[src/sv/vsb_pkg.sv]
// ----------------------------------------------------------------------------
// vsb_pkg: shared types and constants of the vertex skinning blend core.
// Sizes of the bone palette, the datapath word widths and the codes of the
// opcode and status fields.
// ----------------------------------------------------------------------------
package vsb_pkg;

   // Number of bone matrices held in the palette.
   localparam int BONE_SLOTS = 256;
   localparam int BONE_AW    = (BONE_SLOTS > 1) ? $clog2(BONE_SLOTS) : 1;

   // Matrix and vector geometry.
   localparam int MAT_ELEMS = 16;
   localparam int VEC_LEN   = 4;
   localparam int WORD_W    = 32;
   localparam int WGT_W     = 17;

   // Divider: quotient bits, remainder bits and the bits retired per stage.
   localparam int QUO_W      = 32;
   localparam int REM_W      = WGT_W + 1;
   localparam int MAG_W      = QUO_W + REM_W;
   localparam int DIV_STEPS  = 4;
   localparam int DIV_STAGES = QUO_W / DIV_STEPS;

   // Register stages in front of the output queue.
   localparam int PIPE_STAGES = 5 + DIV_STAGES;

   typedef enum logic {
      OP_LOAD = 1'b0,
      OP_SKIN = 1'b1
   } opcode_type;

   typedef enum logic [1:0] {
      STATUS_OK          = 2'd0,
      STATUS_ZERO_WEIGHT = 2'd1,
      STATUS_SAT         = 2'd2
   } status_type;

   typedef logic [MAT_ELEMS-1:0][WORD_W-1:0] mat_type;
   typedef logic [VEC_LEN-1:0][WORD_W-1:0]   vec_type;

   // Side information that travels with a vertex down the pipeline.
   typedef struct packed {
      vec_type            pos;
      logic               pass;
      logic               use_b;
      logic [WGT_W-1:0]   wa;
      logic [WGT_W-1:0]   wb;
      logic               sat;
      logic               zero_w;
      logic [VEC_LEN-1:0] neg;
   } side_type;

   // One finished result beat.
   typedef struct packed {
      vec_type    coord;
      status_type status;
   } rsp_type;

endpackage

[src/sv/vsb_divider.sv]
// ----------------------------------------------------------------------------
// vsb_divider: pipelined restoring divider for the weight normalisation.
// Each stage retires four quotient bits; the quotient shifts into the low
// dividend bits as they are consumed.
// ----------------------------------------------------------------------------
module vsb_divider (
   input  logic                        clock,
   input  logic                        en,
   input  logic [vsb_pkg::MAG_W-1:0]   dividend,
   input  logic [vsb_pkg::REM_W-1:0]   divisor,
   output logic [vsb_pkg::QUO_W-1:0]   quotient
);

   logic [vsb_pkg::REM_W-1:0] rem_in [vsb_pkg::DIV_STAGES];
   logic [vsb_pkg::REM_W-1:0] rem_ff [vsb_pkg::DIV_STAGES];
   logic [vsb_pkg::REM_W-1:0] dvs_in [vsb_pkg::DIV_STAGES];
   logic [vsb_pkg::REM_W-1:0] dvs_ff [vsb_pkg::DIV_STAGES];
   logic [vsb_pkg::QUO_W-1:0] low_in [vsb_pkg::DIV_STAGES];
   logic [vsb_pkg::QUO_W-1:0] low_ff [vsb_pkg::DIV_STAGES];

   // Compare and subtract steps of every stage.
   always_comb begin
      logic [vsb_pkg::REM_W:0]   trial;
      logic [vsb_pkg::REM_W-1:0] r;
      logic [vsb_pkg::REM_W-1:0] d;
      logic [vsb_pkg::QUO_W-1:0] q;
      for (int s = 0; s < vsb_pkg::DIV_STAGES; s++) begin
         if (s == 0) begin
            r = dividend[vsb_pkg::MAG_W-1:vsb_pkg::QUO_W];
            q = dividend[vsb_pkg::QUO_W-1:0];
            d = divisor;
         end else begin
            r = rem_ff[s - 1];
            q = low_ff[s - 1];
            d = dvs_ff[s - 1];
         end
         for (int k = 0; k < vsb_pkg::DIV_STEPS; k++) begin
            trial = {r, q[vsb_pkg::QUO_W-1]};
            q     = {q[vsb_pkg::QUO_W-2:0], 1'b0};
            if (trial >= {1'b0, d}) begin
               trial = trial - {1'b0, d};
               q[0]  = 1'b1;
            end
            r = trial[vsb_pkg::REM_W-1:0];
         end
         rem_in[s] = r;
         low_in[s] = q;
         dvs_in[s] = d;
      end
   end

   always_ff @(posedge clock) begin
      if (en) begin
         rem_ff <= rem_in;
         low_ff <= low_in;
         dvs_ff <= dvs_in;
      end
   end

   assign quotient = low_ff[vsb_pkg::DIV_STAGES-1];

endmodule
[config.mk]
export PLATFORM = sky130hd
export DESIGN_NAME = vsb_divider
export DESIGN_NICKNAME = d
export VERILOG_FILES = /design/src/sv/vsb_pkg.sv /design/src/sv/vsb_divider.sv
export SDC_FILE = /design/constraint.sdc
export NUM_CORES = 2
export LEC_CHECK = 0
export ABC_AREA = 0
export ABC_CLOCK_PERIOD_IN_PS = 10700
export BUFFER_PORTS_ARGS = -buffer_cell sky130_fd_sc_hd__buf_2
export CAP_MARGIN = 10
export CORE_ASPECT_RATIO = 2
export CORE_MARGIN = 2
export CORE_UTILIZATION = 46
export DETAILED_ROUTE_END_ITERATION = 10
export PLACE_DENSITY_LB_ADDON = 0.15
export SLEW_MARGIN = 20
export SYNTH_ARGS = -nofsm -noshare
export SYNTH_HDL_FRONTEND = slang
export SYNTH_SLANG_ARGS = --single-unit
[constraint.sdc]
create_clock -name clock -period 10.7 [get_ports clock]
set_input_delay 1.605 -clock clock [delete_from_list [all_inputs] [get_ports clock]]
set_output_delay 1.605 -clock clock [all_outputs]
set_load 0.02 [all_outputs]
# Word level (Yosys, flattened, before mapping)
# Index checks and enable logic that the tools add are counted.
dict set report classes {
  n_addsub 31
  n_lt_le_gt_ge 32
  n_mux 63
}
# op n
set op_table {}
lappend op_table {{greater-or-equal comparator 19 x 18 -> 1 bit} 32}
lappend op_table {{2-to-1 mux 18 bit} 31}
lappend op_table {{subtractor 18 bit} 31}
lappend op_table {{2-to-1 mux 1 bit} 32}
dict set report word_totals {
  register_bits 508
  input_bits 70
  output_inout_bits 32
  elab_cells 148
}

# Logic depth before layout (Yosys ltp)
dict set report depth {
  ltp_word 8
  depth_mapped 58
  depth_no_buf 53
}

# Least setup slack after synthesis
# Ideal clock, no wire load.
dict set report synth_timing {
  kind {in2reg}
  startpoint {in divisor[6] in the netlist's numbering}
  endpoint {reg rem_ff[136] in the netlist's numbering (data pin)}
  setup_ps 260
  arrival_time_ps 11319
  required_ps 10440
  setup_slack_ps -879
  stages 53
  path_buffers 7
  path_cell_list {inv_1 > ha_1 > a211o_1 > o211ai_2 > o2111ai_1 > a31oi_2 > a211oi_1 > a2111oi_4 > buf_4 > clkbuf_1 > mux2_2 > ha_1 > o21a_1 > o31a_1 > o21ai_0 > nor3_1 > nor4_1 > a21oi_1 > [17 not listed] > clkbuf_1 > o21ai_0 > inv_1 > ha_1 > nor2b_1 > o21ai_0 > a21boi_0 > o21ai_0 > a21boi_0 > o21a_1 > o21ai_0 > a21boi_0 > o21a_1 > o21ai_0 > o311a_1 > buf_4 > buf_6 > mux2_4}
}
# item line
set synth_rtl {}
lappend synth_rtl {{start: declaration} vsb_divider.sv:10} ;# input logic [vsb_pkg::REM_W-1:0] divisor,
lappend synth_rtl {{end signal: assignment} vsb_divider.sv:54} ;# rem_ff <= rem_in;
lappend synth_rtl {{end: declaration} vsb_divider.sv:15} ;# logic [vsb_pkg::REM_W-1:0] rem_ff [vsb_pkg::DIV_STAGES];

==> run summary <==
Outcome -> finished, final reports clean
Worst Tran Pin Value -> 0.969 ns
Setup-failing EPs final -> 0
Yosys reg bits -> 508
Clock transition at path regs -> 0.07 ns
Routed WL -> 156 mm
Commonest non-fill, non-tap cell in the layout -> buf_4
Most frequent cells in the layout -> 870 x buf_4, 558 x ha_1, 508 x edfxtp_1, 371 x a21oi_1, 353 x inv_1
WL/cell -> 21.1 um
Slowest stage cell, crit path -> or3_4
GP Congestion -> 0.987
First-pass GRT wire length -> 235 mm
Site Rows -> 166
Fin crit share -> 96.4%
CP peak stage delay -> 0.39 ns
Mapped cell area -> 47500 um^2
CTS root buf -> clkbuf_16
Synth Warn # -> 0
Number of max-cap violations -> 0
Setup WS pre-CTS -> -0.801 ns
Post-DP HPWL -> 129 mm
DRC violations left -> 0
Mean Syn Cell Area -> 9.40 um^2
Worst reg2reg path startpoint -> dvs_ff[55]
Max frequency -> 97.0 MHz
Largest net degree at the start of global routing -> 151
Post-CTS Hold Fix Bufs -> 0
Die Wd -> 231 um
Worst hold start -> low_ff[132]
Layout cells sized above 1 -> 24.6%
Die area -> 106000 um^2
DRT iter0 DRCs -> 2048
Asr flop ratio synth -> 0%
Drt via density -> 5.75
Ys flop type -> edfxtp_1
Final net count -> 6664
Distinct cells, synth -> 96
GRT Total Usage -> 28.9%
Iteration count of the initial detailed-routing pass -> 6
Endpoint type of the worst setup path -> flip-flop
CTS tree -> built
Hold Crit Class -> reg2reg
Via count -> 42400
Setup CP Type -> in2reg
Worst rel slew slack -> 35.4%
Routed Antenna Nets -> 0
CP most frequent cell -> o21ai_2
CORE AREA -> 102000 um^2
Initial Util -> 46.4%
Port Buffers -> 101
Final Critical Period -> 10.31 ns
Worst endpoint data arrival time -> 10.69 ns
Ports -> 102
Die height -> 458 um
Cells after Synth -> 5050
Startpoint Class -> primary input
Flop-to-flop setup slack -> 0.39 ns
Sequential area share after synthesis -> 32.1%
Syn nets -> 5727
Post-route setup TNS -> 0 ns
Layout filler cell count -> 9298
Buffer depth of the longest clock path -> 3
CTS HTree Levels -> 2
Initial antenna violation count -> 2
Final Skew -> 0.0414 ns
Total CTS buffers -> 51
Area Overhead vs Synth -> 23.5%
GR Overflow Total -> 0
Clock latency on the worst-skew pair -> 0.66 ns
WHS Endpoint -> low_ff[104]
Clk sink count -> 508
CP required -> 11.08 ns
EDFF count, synth -> 508
Reg2reg end -> rem_ff[43]
Setup ws final -> 0.389 ns
Final count of pins violating max slew -> 0
Fin. Hold Viols -> 0
Number of global-route vias before repair -> 43900
CP max FO -> 6
Reg2reg path depth -> 46
Worst hold path depth -> 0
==> cells by family after synthesis <==
kind of cell | after synthesis | synth area share, %
compound gates | 1485 | 20.1
mux | 265 | 6.22
simple gates | 1266 | 13.0
flops | 508 | 32.1
fa+ha+maj | 607 | 16.5
buf+inv | 498 | 4.33
xor+xnor | 421 | 7.76
==> worst max path at each step <==
| stage | from | endpoint | slack, ns |
|---|---|---|---|
| 3_3_place_gp | divisor[6] | rem_ff[142] | -0.68 |
| 3_5_place_dp | divisor[6] | rem_ff[142] | -0.80 |
| 5_1_grt | divisor[6] | rem_ff[130] | -0.09 |
| 6_report | divisor[6] | rem_ff[130] | 0.39 |
| 4_1_cts | divisor[6] | rem_ff[142] | 0.003 |
| 2_1_floorplan | divisor[6] | rem_ff[136] | 0.009 |
==> sequential cells by signal (all words and copies together), names as in the netlist <==
signal and count:
quotient 32, dvs_ff 126, low_ff 224, rem_ff 126
==> critical path: cells and delay by family <==
kind            cells  cell delay [ns]
simple gates        7             1.31
buf+inv             7             1.05
mux                 4             1.28
compound gates     24             4.52
fa+ha+maj           4             0.91
==> cell usage after synthesis, drive strengths merged (35+ instances only) <==
cell type	count	area (um^2)
o21bai	57	428
mux2i	71	711
clkbuf	51	191
buf	69	445
edfxtp	508	15300
ha	576	7210
nand3	86	430
a21o	176	1320
a31oi	40	256
xor2	148	1300
nand2	356	1340
nand2b	95	594
o21ai	370	1860
nor3	64	320
inv	378	1420
a211oi	40	300
nand4	75	469
o21a	93	698
nor2	326	1220
o31ai	35	290
nor2b	90	563
mux2	194	2240
a21oi	410	2060
xnor2	273	2390
and3	39	244
==> through the flow <==
step                      utilization (%)  area (um^2)  std cells  hold WS [ns]
after floorplan                         -        47600       5050         0.400
after global placement               54.5        55800       7235         0.402
after detailed placement             54.5        55800       7235         0.405
after CTS                            56.2        57500       7334         0.394
after global routing                 57.3        58700       7373         0.406
final                                57.3        58700       7374         0.394
==> repair_timing <==
action                     4_1_cts  5_1_grt
buffers inserted                 5       35
gates cloned                     0        3
pin swaps                        3       74
resized for setup               14      251
setup endpoints to repair       64      134
==> routing by layer <==
layer	wire (um)	track usage, %
met5	0	0
met4	17700	27.3
met3	3900	2.37
met2	85700	57.5
met1	48300	24.4
==> final cells by class <==
class                           instances  area (um^2)  share of cell area (%)
Clock buffer                           55         1290                    2.20
Tap cell                             1344         1680                    2.87
Inverter                              378         1430                    2.44
Multi-Input combinational cell       4046        31100                    53.0
Timing Repair Buffer                 1002         7540                    12.9
Sequential cell                       508        15300                    26.0
Clock inverter                         39          339                   0.578
Antenna cell                            2         5.00                 0.00853
Power is not shown: default switching activity piles up to over one toggle a cycle in this logic, so the estimate is an artifact.
